[config.mk]
export PLATFORM = sky130hd
export DESIGN_NAME = sgme_ctrl
export DESIGN_NICKNAME = d
export VERILOG_FILES = /design/src/sgme_pkg.sv /design/src/sgme_ctrl.sv
export SDC_FILE = /design/constraint.sdc
export NUM_CORES = 1
export LEC_CHECK = 0
export BUFFER_PORTS_ARGS = -buffer_cell sky130_fd_sc_hd__buf_4
export CAP_MARGIN = 20
export CORE_MARGIN = 2
export CORE_UTILIZATION = 59
export DETAILED_ROUTE_END_ITERATION = 8
export PLACE_DENSITY_LB_ADDON = 0.08
export SYNTH_ARGS = -nofsm -noshare
export SYNTH_HDL_FRONTEND = slang
export SYNTH_SLANG_ARGS = --single-unit
[constraint.sdc]
create_clock -name clk -period 5.2 [get_ports clk]
set_input_delay 1.04 -clock clk [delete_from_list [all_inputs] [get_ports clk]]
set_output_delay 1.04 -clock clk [all_outputs]
set_load 0.005 [all_outputs]
[src/sgme_pkg.sv]
`timescale 1ns / 1ps

package sgme_pkg;

  localparam int MAX_GP = 1024;
  localparam int GP_W = 10;
  localparam int MAX_DIMS = 16;
  localparam int DIM_W = 4;
  localparam int MAX_LEVEL = 16;

  localparam logic [2:0] FUNC_LOAD_LI = 3'd0;
  localparam logic [2:0] FUNC_LOAD_W = 3'd1;
  localparam logic [2:0] FUNC_COORD = 3'd2;
  localparam logic [2:0] FUNC_READ = 3'd3;
  localparam logic [2:0] FUNC_CLEAR = 3'd4;

  localparam logic [1:0] CFG_DIMS = 2'd0;
  localparam logic [1:0] CFG_POINTS = 2'd1;
  localparam logic [1:0] CFG_MODE = 2'd2;

  typedef struct packed {
    logic wr_in;
    logic rd_pt;
    logic ld_start;
    logic rd_dim;
    logic fac;
    logic mlo;
    logic mhi;
    logic cmb;
    logic clr_sum;
    logic add_pt;
    logic clr_wr;
    logic out_eval;
    logic out_read;
    logic mode;
    logic [GP_W-1:0] g;
    logic [DIM_W-1:0] d;
  } sgme_cmd_t;

  typedef struct packed {
    logic out_free;
  } sgme_stat_t;

endpackage

[src/sgme_ctrl.sv]
`timescale 1ns / 1ps

module sgme_ctrl import sgme_pkg::*; (
  input  logic        clk,
  input  logic        rst,
  input  logic        in_valid,
  output logic        in_stall,
  input  logic [2:0]  func,
  input  logic [9:0]  grid_point,
  input  logic        last_dim,
  input  logic        cfg_write,
  input  logic [1:0]  cfg_index,
  input  logic [10:0] cfg_data,
  input  sgme_stat_t  stat,
  output sgme_cmd_t   cmd
);

  localparam logic [3:0] S_CLR    = 4'd0;
  localparam logic [3:0] S_IDLE   = 4'd1;
  localparam logic [3:0] S_PT     = 4'd2;
  localparam logic [3:0] S_LD     = 4'd3;
  localparam logic [3:0] S_RD     = 4'd4;
  localparam logic [3:0] S_FAC    = 4'd5;
  localparam logic [3:0] S_MLO    = 4'd6;
  localparam logic [3:0] S_MHI    = 4'd7;
  localparam logic [3:0] S_CMB    = 4'd8;
  localparam logic [3:0] S_ADD    = 4'd9;
  localparam logic [3:0] S_RDA    = 4'd10;
  localparam logic [3:0] S_EMIT_E = 4'd11;
  localparam logic [3:0] S_EMIT_R = 4'd12;

  logic [3:0]    state;
  logic [GP_W:0] g;
  logic [DIM_W:0] d;
  logic [4:0]    dims;
  logic [10:0]   pts;
  logic          mode;
  logic [4:0]    dims_eff;
  logic [10:0]   pts_eff;
  logic          accept;

  assign dims_eff = (dims > 5'(MAX_DIMS)) ? 5'(MAX_DIMS) : dims;
  assign pts_eff = (pts > 11'(MAX_GP)) ? 11'(MAX_GP) : pts;
  assign in_stall = (state != S_IDLE);
  assign accept = in_valid && !in_stall;

  always_ff @(posedge clk) begin
    if (rst) begin
      dims <= 5'd1;
      pts <= 11'd1;
      mode <= 1'b0;
    end else if (cfg_write) begin
      case (cfg_index)
        CFG_DIMS: dims <= cfg_data[4:0];
        CFG_POINTS: pts <= cfg_data;
        CFG_MODE: mode <= cfg_data[0];
        default: ;
      endcase
    end
  end

  always_ff @(posedge clk) begin
    if (rst) begin
      state <= S_CLR;
      g <= '0;
      d <= '0;
    end else begin
      case (state)
        S_CLR: begin
          if (g == (GP_W+1)'(MAX_GP - 1)) begin
            state <= S_IDLE;
            g <= '0;
          end else begin
            g <= g + 1'b1;
          end
        end
        S_IDLE: begin
          if (accept) begin
            case (func)
              FUNC_COORD: begin
                g <= '0;
                if (last_dim) begin
                  if (pts_eff != 11'd0) state <= S_PT;
                  else if (!mode) state <= S_EMIT_E;
                end
              end
              FUNC_READ: begin
                g <= {1'b0, grid_point};
                state <= S_RDA;
              end
              FUNC_CLEAR: begin
                g <= '0;
                state <= S_CLR;
              end
              default: ;
            endcase
          end
        end
        S_PT: state <= S_LD;
        S_LD: begin
          d <= '0;
          state <= (dims_eff == 5'd0) ? S_ADD : S_RD;
        end
        S_RD: state <= S_FAC;
        S_FAC: state <= S_MLO;
        S_MLO: state <= S_MHI;
        S_MHI: state <= S_CMB;
        S_CMB: begin
          d <= d + 1'b1;
          state <= (d + 1'b1 == dims_eff) ? S_ADD : S_RD;
        end
        S_ADD: begin
          g <= g + 1'b1;
          if (g + 1'b1 == pts_eff) state <= mode ? S_IDLE : S_EMIT_E;
          else state <= S_PT;
        end
        S_RDA: state <= S_EMIT_R;
        S_EMIT_E: if (stat.out_free) state <= S_IDLE;
        S_EMIT_R: if (stat.out_free) state <= S_IDLE;
        default: state <= S_IDLE;
      endcase
    end
  end

  always_comb begin
    cmd = '0;
    cmd.wr_in = accept;
    cmd.clr_sum = accept;
    cmd.mode = mode;
    cmd.g = g[GP_W-1:0];
    cmd.d = d[DIM_W-1:0];
    cmd.clr_wr = (state == S_CLR);
    cmd.rd_pt = (state == S_PT) || (state == S_RDA);
    cmd.ld_start = (state == S_LD);
    cmd.rd_dim = (state == S_RD);
    cmd.fac = (state == S_FAC);
    cmd.mlo = (state == S_MLO);
    cmd.mhi = (state == S_MHI);
    cmd.cmb = (state == S_CMB);
    cmd.add_pt = (state == S_ADD);
    cmd.out_eval = (state == S_EMIT_E) && stat.out_free;
    cmd.out_read = (state == S_EMIT_R) && stat.out_free;
  end

endmodule

==> results of run 1 <==
[placed cells by master (no fill, tap or decap), types with 5 or more instances in the layout]
cell	count
sky130_fd_sc_hd__nand3b_1	6
sky130_fd_sc_hd__o21ai_0	16
sky130_fd_sc_hd__xor2_1	9
sky130_fd_sc_hd__o31ai_1	6
sky130_fd_sc_hd__dfxtp_1	37
sky130_fd_sc_hd__a21oi_1	17
sky130_fd_sc_hd__nor3_1	10
sky130_fd_sc_hd__xnor2_1	8
sky130_fd_sc_hd__a22oi_1	9
sky130_fd_sc_hd__mux2i_1	16
sky130_fd_sc_hd__nand3_1	5
sky130_fd_sc_hd__inv_1	8
sky130_fd_sc_hd__nor2_1	59
sky130_fd_sc_hd__nor2b_1	15
sky130_fd_sc_hd__clkbuf_8	6
sky130_fd_sc_hd__a211oi_1	5
sky130_fd_sc_hd__nand2_1	28
sky130_fd_sc_hd__buf_4	61
[how the worst min path moves through the flow]
stage	start	endpoint	slack (ns)	cells past startpoint
after floorplan	g[10]	g[10]	0.46	2
after global placement	g[10]	g[10]	0.48	2
after detailed placement	d[4]	d[4]	0.51	2
after CTS	d[4]	d[4]	0.53	2
after global routing	g[10]	g[10]	0.55	2
final	d[4]	d[4]	0.52	2
[power by group through the flow]
| stage | logic [mW] | clock network, mW | registers [mW] |
|---|---|---|---|
| finish | 0.528 | 0.268 | 0.412 |
| global route | 0.585 | 0.280 | 0.419 |
| CTS | 0.513 | 0.270 | 0.408 |
| detailed placement | 0.511 | 0 | 0.415 |
| global placement | 0.495 | 0 | 0.411 |
| floorplan | 0.437 | 0 | 0.354 |
[layer usage]
layer | vias to the layer above | global-route usage | wire length (µm)
li1 | 1358 | - | -
met1 | 1294 | 0.359 | 3180
met2 | 104 | 0.417 | 3250
met3 | 8 | 0.0552 | 479
met4 | 0 | 0.0926 | 90
met5 | - | 0 | 0
[worst register-to-register path, delay by kind of cell, from the launching register on]
family,cells,cell delay (ns)
AND/OR/NAND/NOR,3,0.86
AO/OA/AOI/OAI,4,0.79
flip-flops,1,0.53
adder cells (fa/ha/maj),1,0.49
[cells by family after synthesis]
kind of cell             count (synthesis)
AND/OR/NAND/NOR                        156
AO/OA/AOI/OAI                           89
buffers and inverters                   45
flip-flops                              37
XOR/XNOR                                19
multiplexers                            16
adder cells (fa/ha/maj)                  2
[synth_stat cells (2+ instances only)]
cell type | count | share of area
sky130_fd_sc_hd__mux2i_1 | 16 | 0.057
sky130_fd_sc_hd__nand3_1 | 5 | 0.0089
sky130_fd_sc_hd__buf_4 | 20 | 0.053
sky130_fd_sc_hd__ha_1 | 2 | 0.0089
sky130_fd_sc_hd__nand4b_1 | 3 | 0.0093
sky130_fd_sc_hd__nor2b_1 | 15 | 0.033
sky130_fd_sc_hd__a22o_1 | 2 | 0.0062
sky130_fd_sc_hd__clkbuf_1 | 9 | 0.012
sky130_fd_sc_hd__nand2b_1 | 3 | 0.0067
sky130_fd_sc_hd__o22ai_1 | 2 | 0.0044
sky130_fd_sc_hd__nand4_1 | 2 | 0.0044
sky130_fd_sc_hd__nor3b_1 | 3 | 0.0080
sky130_fd_sc_hd__a31oi_1 | 3 | 0.0067
sky130_fd_sc_hd__nor4_1 | 2 | 0.0044
sky130_fd_sc_hd__a2111oi_0 | 2 | 0.0062
sky130_fd_sc_hd__o31a_1 | 2 | 0.0062
sky130_fd_sc_hd__buf_2 | 6 | 0.011
sky130_fd_sc_hd__nand2_1 | 28 | 0.037
sky130_fd_sc_hd__xnor2_1 | 8 | 0.025
sky130_fd_sc_hd__nor3_1 | 10 | 0.018
sky130_fd_sc_hd__inv_1 | 8 | 0.011
sky130_fd_sc_hd__o31ai_1 | 6 | 0.016
sky130_fd_sc_hd__or4_1 | 2 | 0.0053
sky130_fd_sc_hd__dfxtp_1 | 37 | 0.26
sky130_fd_sc_hd__nor2_1 | 59 | 0.079
sky130_fd_sc_hd__a21oi_1 | 17 | 0.030
sky130_fd_sc_hd__xnor3_1 | 2 | 0.016
sky130_fd_sc_hd__nor4_2 | 2 | 0.0089
sky130_fd_sc_hd__xor2_1 | 9 | 0.028
sky130_fd_sc_hd__or2_2 | 3 | 0.0067
sky130_fd_sc_hd__o41ai_1 | 2 | 0.0062
sky130_fd_sc_hd__a311oi_1 | 2 | 0.0062
sky130_fd_sc_hd__nand3b_1 | 6 | 0.016
sky130_fd_sc_hd__a22oi_1 | 9 | 0.024
sky130_fd_sc_hd__a211o_1 | 3 | 0.0093
sky130_fd_sc_hd__o21ai_0 | 16 | 0.028
sky130_fd_sc_hd__and3_1 | 3 | 0.0067
sky130_fd_sc_hd__a211oi_1 | 6 | 0.016
[metrics by stage]
| step | instances | total power, mW | utilization | cell area [µm²] | setup WS (ns) |
|---|---|---|---|---|---|
| 2_1_floorplan | 364 | 0.792 | - | 2820 | 2.78 |
| 3_3_place_gp | 442 | 0.906 | 0.670 | 3120 | 2.11 |
| 3_5_place_dp | 442 | 0.926 | 0.670 | 3120 | 1.98 |
| 4_1_cts | 450 | 1.19 | 0.696 | 3240 | 2.23 |
| 5_1_grt | 451 | 1.28 | 0.697 | 3250 | 2.07 |
| 6_report | 451 | 1.21 | 0.697 | 3250 | 2.19 |
[flip-flops by register name, indices dropped and copies added (netlist names)]
register,flops
d,5
dims,5
g,11
mode,1
pts,11
state,4
[area by class of cell]
cell class	count	area (µm²)	area share
clock buffer	6	82.6	0.0254
clock inverter	2	37.5	0.0115
inverter	9	33.8	0.0104
multi-input combinational	282	1830	0.563
sequential	37	741	0.228
tap	54	67.6	0.0208
timing repair buffer	61	458	0.141
==> PnR_summary.wiki, run 1 <==
{| class="wikitable"
! Metric !! Value
|-
| Largest delay share family, worst path || simple AND/OR/NAND/NOR gates
|-
| Largest clock skew in the final design || just under 0.01 ns
|-
| Floorplan row count || 25
|-
| Drt via density || 6.13
|-
| Largest stage delay, worst path || 0.64 ns
|-
| Part of the power in the clock network || 0.222
|-
| Number of top-level design ports || 61
|-
| Tightest Hold Check Type || register to register
|-
| CP Capture Point || in_stall
|-
| Clock input transition at the sequential cells of the worst setup and hold paths || 0.07 ns
|-
| Register-to-Register Path Depth || 8
|-
| Synthesized net count || 398
|-
| Fraction of final layout cells sized beyond drive strength 1 || 0.219
|-
| Number of global-route vias before repair || between 2000 and 2500
|-
| Drt pass-1 iters || 5
|-
| Reg-to-reg slack, setup || 2.43 ns
|-
| Yosys warns || 0
|-
| Buffers & Inverters on Critical Path || 2
|-
| Switching power total || 491 µW
|-
| Vertical die dimension || 73.1 µm
|-
| Cell area after synthesis || 2820 µm²
|-
| Maximum fanout along the worst path || 16
|-
| Post-layout minimum cycle time || between 3 and 4 ns
|-
| Clock latency at the later pin of the worst-skew pair || 0.30 ns
|-
| Average footprint of a synthesized cell || 7.74 µm²
|-
| Capture instance of the worst register-to-register path || state[0]
|-
| Number of distinct library cells after synthesis || 67
|-
| Clock sink count || 37
|-
| Initial Util || 0.605
|-
| Pin count of the biggest net entering global routing || 39
|-
| Power density cells || 371 nW/µm²
|-
| Level count of the clock H-tree || 2
|-
| Floorplan core area || ~4700 µm²
|-
| Number of max-slew violations in the final report || 0
|-
| Endpoints failing setup || 0
|-
| Source of the worst register-to-register timing path || g[0]
|-
| Die W || roughly 73 µm
|-
| GP Congestion || 0.922
|-
| Seq pwr share || 0.341
|-
| TritonCTS buffer count || 5
|-
| Fraction of the yosys area taken by sequential cells || 0.263
|-
| Cell leakage power || 1.39 nW
|-
| Total track usage || 0.265
|-
| Dominant combinational cell family by area after synthesis || simple AND/OR/NAND/NOR gates
|-
| Net Sw Frac || 0.407
|-
| Chain of cells forming the critical path || nand2b_1, nor2_1, inv_2, buf_4
|-
| Predominant post-synthesis flop cell || sky130_fd_sc_hd__dfxtp_1
|-
| Buffer count from post-CTS setup fixing || 0
|-
| Total stage count of the critical path || 4
|-
| Initial DRC count || 310
|-
| WP data arrival || 1.97 ns
|-
| Vias || 2764
|-
| WL/cell || 15.5 µm
|-
| Share of the cycle needed by the critical path after routing || 0.579
|-
| Die Area || 5340 µm²
|-
| Accumulated negative setup slack || 0 ns
|-
| Max-cap violations || 0
|-
| Clock root cell || sky130_fd_sc_hd__clkbuf_8
|-
| First-pass GRT wire length || 11200 µm
|-
| Run status || finished, final reports clean
|-
| Worst EP required || 4.16 ns
|-
| Transition time at the pin with the least slew margin || approximately 0.98 ns
|-
| Total half-perimeter wirelength after legalization and detailed placement || 5080 µm
|-
| Number of input and output port buffers inserted || 60
|-
| CP Launch Type || register
|-
| Area added between synthesis and finish || 15.4%
|-
| Count of unresolved DRC violations after routing || 0
|-
| Inserted Diodes || 0
|-
| Post-Synth Simple-Gate Area || 0.292
|-
| Cell with the biggest individual delay on the critical path || sky130_fd_sc_hd__dfxtp_1
|-
| Share of synthesized area spent on multiplexers || 0.0568
|-
| Total detailed-routing wirelength || approximately 7000 µm
|-
| Worst setup path startpoint || state[0]
|-
| WHS || 0.517 ns
|-
| Unrepaired setup endpoints after global routing || false
|-
| Part of the total power dissipated in combinational logic || 0.437
|-
| Count of nets after finishing || 430
|-
| Compound-gate portion of the synthesized area || 0.222
|-
| Final hold violation count || 0
|-
| Max Fclk || between 0.3 and 0.4 GHz
|-
| Worst relative slew slack || 0.345
|-
| Global route overflow || 0
|-
| Number of hold-repair buffers added at the cts stage || 0
|-
| Design internal power || 716 µW
|-
| Type of element capturing the critical path || output port
|-
| Area share of xor/xnor cells in the synthesized design || 0.0688
|-
| FF+latch count, synth || 37
|-
| Fraction of synthesis flops using an asynchronous set or reset pin || 0
|-
| Post-Synth Adder-Cell Area || 0.00888
|-
| Number of antenna violations at the first check in global routing || 0
|-
| Start-to-end type of the worst setup path || register to output port
|-
| PostCTS Resize Cnt || 0
|-
| Post-synth EDFFs || 0
|-
| Buffer levels on the longest clock path || 2
|-
| TritonCTS clock tree || yes
|-
| Maximum ir drop on the vdd rail || slightly below 0.0002 V
|-
| Post-Synthesis Cells || 364
|-
| Fill count || roughly 390
|-
| Remaining antenna violation count after routing || 0
|}
Note: power is estimated with default switching activity, not from simulation.
==> run 2: changes to the inputs <==
--- a/config.mk
+++ b/config.mk
@@ -5,10 +5,11 @@
 export SDC_FILE = /design/constraint.sdc
 export NUM_CORES = 1
 export LEC_CHECK = 0
+export ABC_AREA = 1
 export BUFFER_PORTS_ARGS = -buffer_cell sky130_fd_sc_hd__buf_4
 export CAP_MARGIN = 20
 export CORE_MARGIN = 2
-export CORE_UTILIZATION = 59
+export CORE_UTILIZATION = 50
 export DETAILED_ROUTE_END_ITERATION = 8
 export PLACE_DENSITY_LB_ADDON = 0.08
 export SYNTH_ARGS = -nofsm -noshare
==> constraint.sdc (replaced) <==
create_clock -name clk -period 2.7 [get_ports clk]
set_input_delay 0.54 -clock clk [delete_from_list [all_inputs] [get_ports clk]]
set_output_delay 0.54 -clock clk [all_outputs]
set_load 0.005 [all_outputs]
==> run 2 against run 1 <==
Against the previous run: first-iteration DRC count is 47% lower; non-clock buffer count rose by 1; synthesized cell count grew 20%; count of clock-buffer cells in the layout unchanged; flip-flop and latch count is the same; core utilization decreased by 9.8 points; critical path depth is 11 higher; clock power is 48% higher; highest routed layer unchanged.
==> PnR_summary.wiki, run 2 <==
{| class="wikitable"
! Metric !! Value
|-
| Run status || finished, final reports clean (unchanged)
|-
| Max Fclk || 0.496 GHz
|-
| Initial Util || 0.515 (was 0.605)
|-
| Clock input transition at the sequential cells of the worst setup and hold paths || 0.08 ns (was 0.07 ns)
|-
| Area added between synthesis and finish || 16.5% (was 15.4%)
|-
| Number of global-route vias before repair || 2683 (was 2467)
|-
| Level count of the clock H-tree || 2 (unchanged)
|-
| Power consumption || 2.59 mW (was 1.21 mW)
|-
| Buffer levels on the longest clock path || 2 (unchanged)
|-
| Post-Synth Adder-Cell Area || 0.00883 (was 0.00888)
|-
| Post-layout minimum cycle time || around 2.0 ns
|-
| Transition time at the pin with the least slew margin || 0.553 ns (was 0.981 ns)
|-
| Tightest Hold Check Type || primary input to register (was register to register)
|-
| Part of the power in the clock network || 0.153 (was 0.222)
|-
| Net Sw Frac || 0.459 (was 0.407)
|-
| Routed length on met1 || 3430 µm (was 3180 µm)
|-
| Buffer count from post-CTS setup fixing || 0 (unchanged)
|-
| Worst EP required || 2.93 ns (was 4.16 ns)
|-
| Endpoints failing setup || 0 (unchanged)
|-
| Seq pwr share || 0.281 (was 0.341)
|-
| Count of nets after finishing || 513 (was 430)
|-
| Dominant combinational cell family by area after synthesis || simple AND/OR/NAND/NOR gates (unchanged)
|-
| Cell with the biggest individual delay on the critical path || sky130_fd_sc_hd__dfxtp_1 (unchanged)
|-
| Largest clock skew in the final design || 0.00572 ns (was 0.00988 ns)
|-
| Routed length on met2 || 3380 µm (was 3250 µm)
|-
| Synthesized net count || 469 (was 398)
|-
| Average footprint of a synthesized cell || 6.51 µm² (was 7.74 µm²)
|-
| Maximum fanout along the worst path || 6 (was 16)
|-
| Routed wl met3 || 367 µm (was 479 µm)
|-
| Die Area || 6290 µm² (was 5340 µm²)
|-
| Inserted Diodes || 0 (unchanged)
|-
| Global route overflow || 0 (unchanged)
|-
| Switching power total || 1.19 mW (was 491 µW)
|-
| Share of the cycle needed by the critical path after routing || 0.746
|-
| Final hold violation count || 0 (unchanged)
|-
| FF+latch count, synth || 37 (unchanged)
|-
| Drt pass-1 iters || 4 (was 5)
|-
| Drt via density || 5.41 (was 6.13)
|-
| Share of synthesized area spent on multiplexers || 0 (was 0.0568)
|-
| Number of input and output port buffers inserted || 60 (unchanged)
|-
| TritonCTS buffer count || 5 (unchanged)
|-
| Type of element capturing the critical path || register (was output port)
|-
| Floorplan row count || 27 (was 25)
|-
| Largest delay share family, worst path || simple AND/OR/NAND/NOR gates (unchanged)
|-
| CP dominant cell by count || sky130_fd_sc_hd__nand2_1
|-
| Pin count of the biggest net entering global routing || 22 (was 39)
|-
| Predominant post-synthesis flop cell || sky130_fd_sc_hd__dfxtp_1 (unchanged)
|-
| CP Launch Type || register (unchanged)
|-
| Vertical die dimension || 79.3 µm (was 73.1 µm)
|-
| Post-synth EDFFs || 0 (unchanged)
|-
| Count of unresolved DRC violations after routing || 0 (unchanged)
|-
| Number of antenna violations at the first check in global routing || 0 (unchanged)
|-
| Cell type contributing the most total cell area after synthesis || sky130_fd_sc_hd__dfxtp_1 (unchanged)
|-
| Worst relative slew slack || 0.631 (was 0.345)
|-
| Part of the total power dissipated in combinational logic || 0.566 (was 0.437)
|-
| Largest stage delay, worst path || 0.40 ns (was 0.64 ns)
|-
| WL/cell || 13.1 µm (was 15.5 µm)
|-
| Remaining antenna violation count after routing || 0 (unchanged)
|-
| Clock root cell || sky130_fd_sc_hd__clkbuf_8 (unchanged)
|-
| Fill count || 557 (was 391)
|-
| Power density cells || 785 nW/µm² (was 371 nW/µm²)
|-
| Total half-perimeter wirelength after legalization and detailed placement || 5660 µm (was 5080 µm)
|-
| Max-cap violations || 0 (unchanged)
|-
| Cell leakage power || 1.48 nW (was 1.39 nW)
|-
| Number of top-level design ports || 61 (unchanged)
|-
| Post-Synthesis Cells || 435 (was 364)
|-
| Register Area || 741 µm² (unchanged)
|-
| Number of hold-repair buffers added at the cts stage || 0 (unchanged)
|-
| Final cell utilization of the core || 0.599 (was 0.697)
|-
| Top-area cell type share of the netlist area || 0.261 (was 0.263)
|-
| Highest-count cells in the layout ignoring fill and taps || sky130_fd_sc_hd__nand2_1 (93), sky130_fd_sc_hd__buf_4 (62), sky130_fd_sc_hd__nor2_1 (59) (was sky130_fd_sc_hd__buf_4 (61), sky130_fd_sc_hd__nor2_1 (59), sky130_fd_sc_hd__dfxtp_1 (37))
|-
| Total track usage || 0.241 (was 0.265)
|-
| Cell area after synthesis || 2830 µm² (was 2820 µm²)
|-
| Post-Synth Simple-Gate Area || 0.381 (was 0.292)
|-
| Count leader, synth || sky130_fd_sc_hd__nand2_1 (was sky130_fd_sc_hd__nor2_1)
|-
| GP Congestion || 0.906 (was 0.922)
|-
| Fraction of final layout cells sized beyond drive strength 1 || 0.229 (was 0.219)
|-
| Die W || 79.3 µm (was 73.1 µm)
|-
| Clock latency at the later pin of the worst-skew pair || 0.29 ns (was 0.30 ns)
|-
| First-pass GRT wire length || 12100 µm (was 11200 µm)
|-
| Unrepaired setup endpoints after global routing || false (unchanged)
|-
| Vias || 2986 (was 2764)
|-
| Post-Layout Cell Count || 552 (was 451)
|-
| Leading cell type in the layout, fill and taps excluded || sky130_fd_sc_hd__nand2_1 (was sky130_fd_sc_hd__buf_4)
|-
| Fraction of the yosys area taken by sequential cells || 0.261 (was 0.263)
|-
| Fraction of synthesis flops using an asynchronous set or reset pin || 0 (unchanged)
|-
| Buffers & Inverters on Critical Path || 0 (was 2)
|-
| Yosys warns || 0 (unchanged)
|-
| Number of max-slew violations in the final report || 0 (unchanged)
|-
| Max layer used || met4 (unchanged)
|-
| Accumulated negative setup slack || 0 ns (unchanged)
|-
| Initial DRC count || 165 (was 310)
|-
| WP data arrival || 2.25 ns (was 1.97 ns)
|-
| Total detailed-routing wirelength || 7240 µm (was 7000 µm)
|-
| Clock sink count || 37 (unchanged)
|-
| Combined area of the multi-input logic cells || 1730 µm² (was 1830 µm²)
|-
| Floorplan core area || 5510 µm² (was 4660 µm²)
|-
| Maximum ir drop on the vdd rail || 0.000458 V (was 0.000197 V)
|-
| Total placed cells including tap cells || 544 (was 442)
|-
| Largest cells by area after synthesis || sky130_fd_sc_hd__dfxtp_1 (26%), sky130_fd_sc_hd__nand2_1 (12%), sky130_fd_sc_hd__nand3_1 (8.1%) (was sky130_fd_sc_hd__dfxtp_1 (26%), sky130_fd_sc_hd__nor2_1 (7.9%), sky130_fd_sc_hd__mux2i_1 (5.7%))
|-
| Number of distinct library cells after synthesis || 43 (was 67)
|-
| Largest registers || g x11, pts x11 (unchanged)
|-
| TritonCTS clock tree || yes (unchanged)
|-
| PostCTS Resize Cnt || 0 (unchanged)
|-
| Area share of xor/xnor cells in the synthesized design || 0.0278 (was 0.0688)
|-
| Compound-gate portion of the synthesized area || 0.192 (was 0.222)
|-
| Chain of cells forming the critical path || ha_1, nand2_1, nor2_2, nand2_1, nand2_1, nand2_1, nand2_1, nand2_1, nor2_1, nand2_1, nor2_1, nand4_1, nand2_1, nand2_1, a21oi_2 (was nand2b_1, nor2_1, inv_2, buf_4)
|-
| Design internal power || 1.40 mW (was 716 µW)
|-
| Most frequent cells after synthesis || sky130_fd_sc_hd__nand2_1 (93), sky130_fd_sc_hd__nor2_1 (59), sky130_fd_sc_hd__nand3_1 (46) (was sky130_fd_sc_hd__nor2_1 (59), sky130_fd_sc_hd__dfxtp_1 (37), sky130_fd_sc_hd__nand2_1 (28))
|-
| Start-to-end type of the worst setup path || register to register (was register to output port)
|}
-- run 2: power by group through the flow --
stage          Sequential [mW]  Combinational [mW]  Clock [mW]
2_1_floorplan            0.709                1.23           0
3_3_place_gp             0.737                1.44           0
3_5_place_dp             0.737                1.45           0
4_1_cts                  0.726                1.46       0.399
5_1_grt                  0.742                1.64       0.423
6_report                 0.729                1.47       0.396
-- run 2: final timing paths --
path / start / endpoint / slack (ns) / cells after the start
max: g[1] / state[3] / 0.69 / 15
min: cfg_data[7] / pts[7] / 0.46 / 3
max reg2reg: g[1] / state[3] / 0.69 / 15
min reg2reg: d[4] / d[4] / 0.48 / 2
-- run 2: cell families after synthesis --
family | count (synthesis)
and+or+nand+nor | 238
AOI/OAI and AO/OA | 74
adders and majority gates | 2
xor gates and xnor gates | 9
DFF | 37
buffers and inverters | 75
-- run 2: worst register-to-register path, stage by stage (launching register included) --
cell	delay (ns)
sky130_fd_sc_hd__dfxtp_1	0.40
sky130_fd_sc_hd__ha_1	0.28
sky130_fd_sc_hd__nand2_1	0.14
sky130_fd_sc_hd__nor2_2	0.15
sky130_fd_sc_hd__nand2_1	0.07
sky130_fd_sc_hd__nand2_1	0.09
sky130_fd_sc_hd__nand2_1	0.11
sky130_fd_sc_hd__nand2_1	0.07
sky130_fd_sc_hd__nand2_1	0.07
sky130_fd_sc_hd__nor2_1	0.10
sky130_fd_sc_hd__nand2_1	0.06
sky130_fd_sc_hd__nor2_1	0.09
sky130_fd_sc_hd__nand4_1	0.11
sky130_fd_sc_hd__nand2_1	0.07
sky130_fd_sc_hd__nand2_1	0.05
sky130_fd_sc_hd__a21oi_2	0.10
-- run 2: area by class of cell --
cell class                 count  share of cell area
clock inverter                 2             0.00455
inverter                      50              0.0569
timing repair buffer          62               0.141
sequential                    37               0.224
multi-input combinational    323               0.524
clock buffer                   6              0.0220
tap                           72              0.0273
-- run 2: per-layer routing --
layer  global-route usage  vias to the layer above
li1                     -                     1518
met1                0.321                     1383
met2                0.403                       78
met3               0.0432                        7
met4               0.0586                        0
met5                    0                        -
-- run 2: stage by stage --
stage,hold WS (ns),worst slack (ns),area (µm²)
detailed placement,0.473,0.648,3210
floorplan,0.445,0.933,2830
global placement,0.466,0.664,3210
global route,0.476,0.487,3300
CTS,0.464,0.691,3300
finish,0.461,0.686,3300
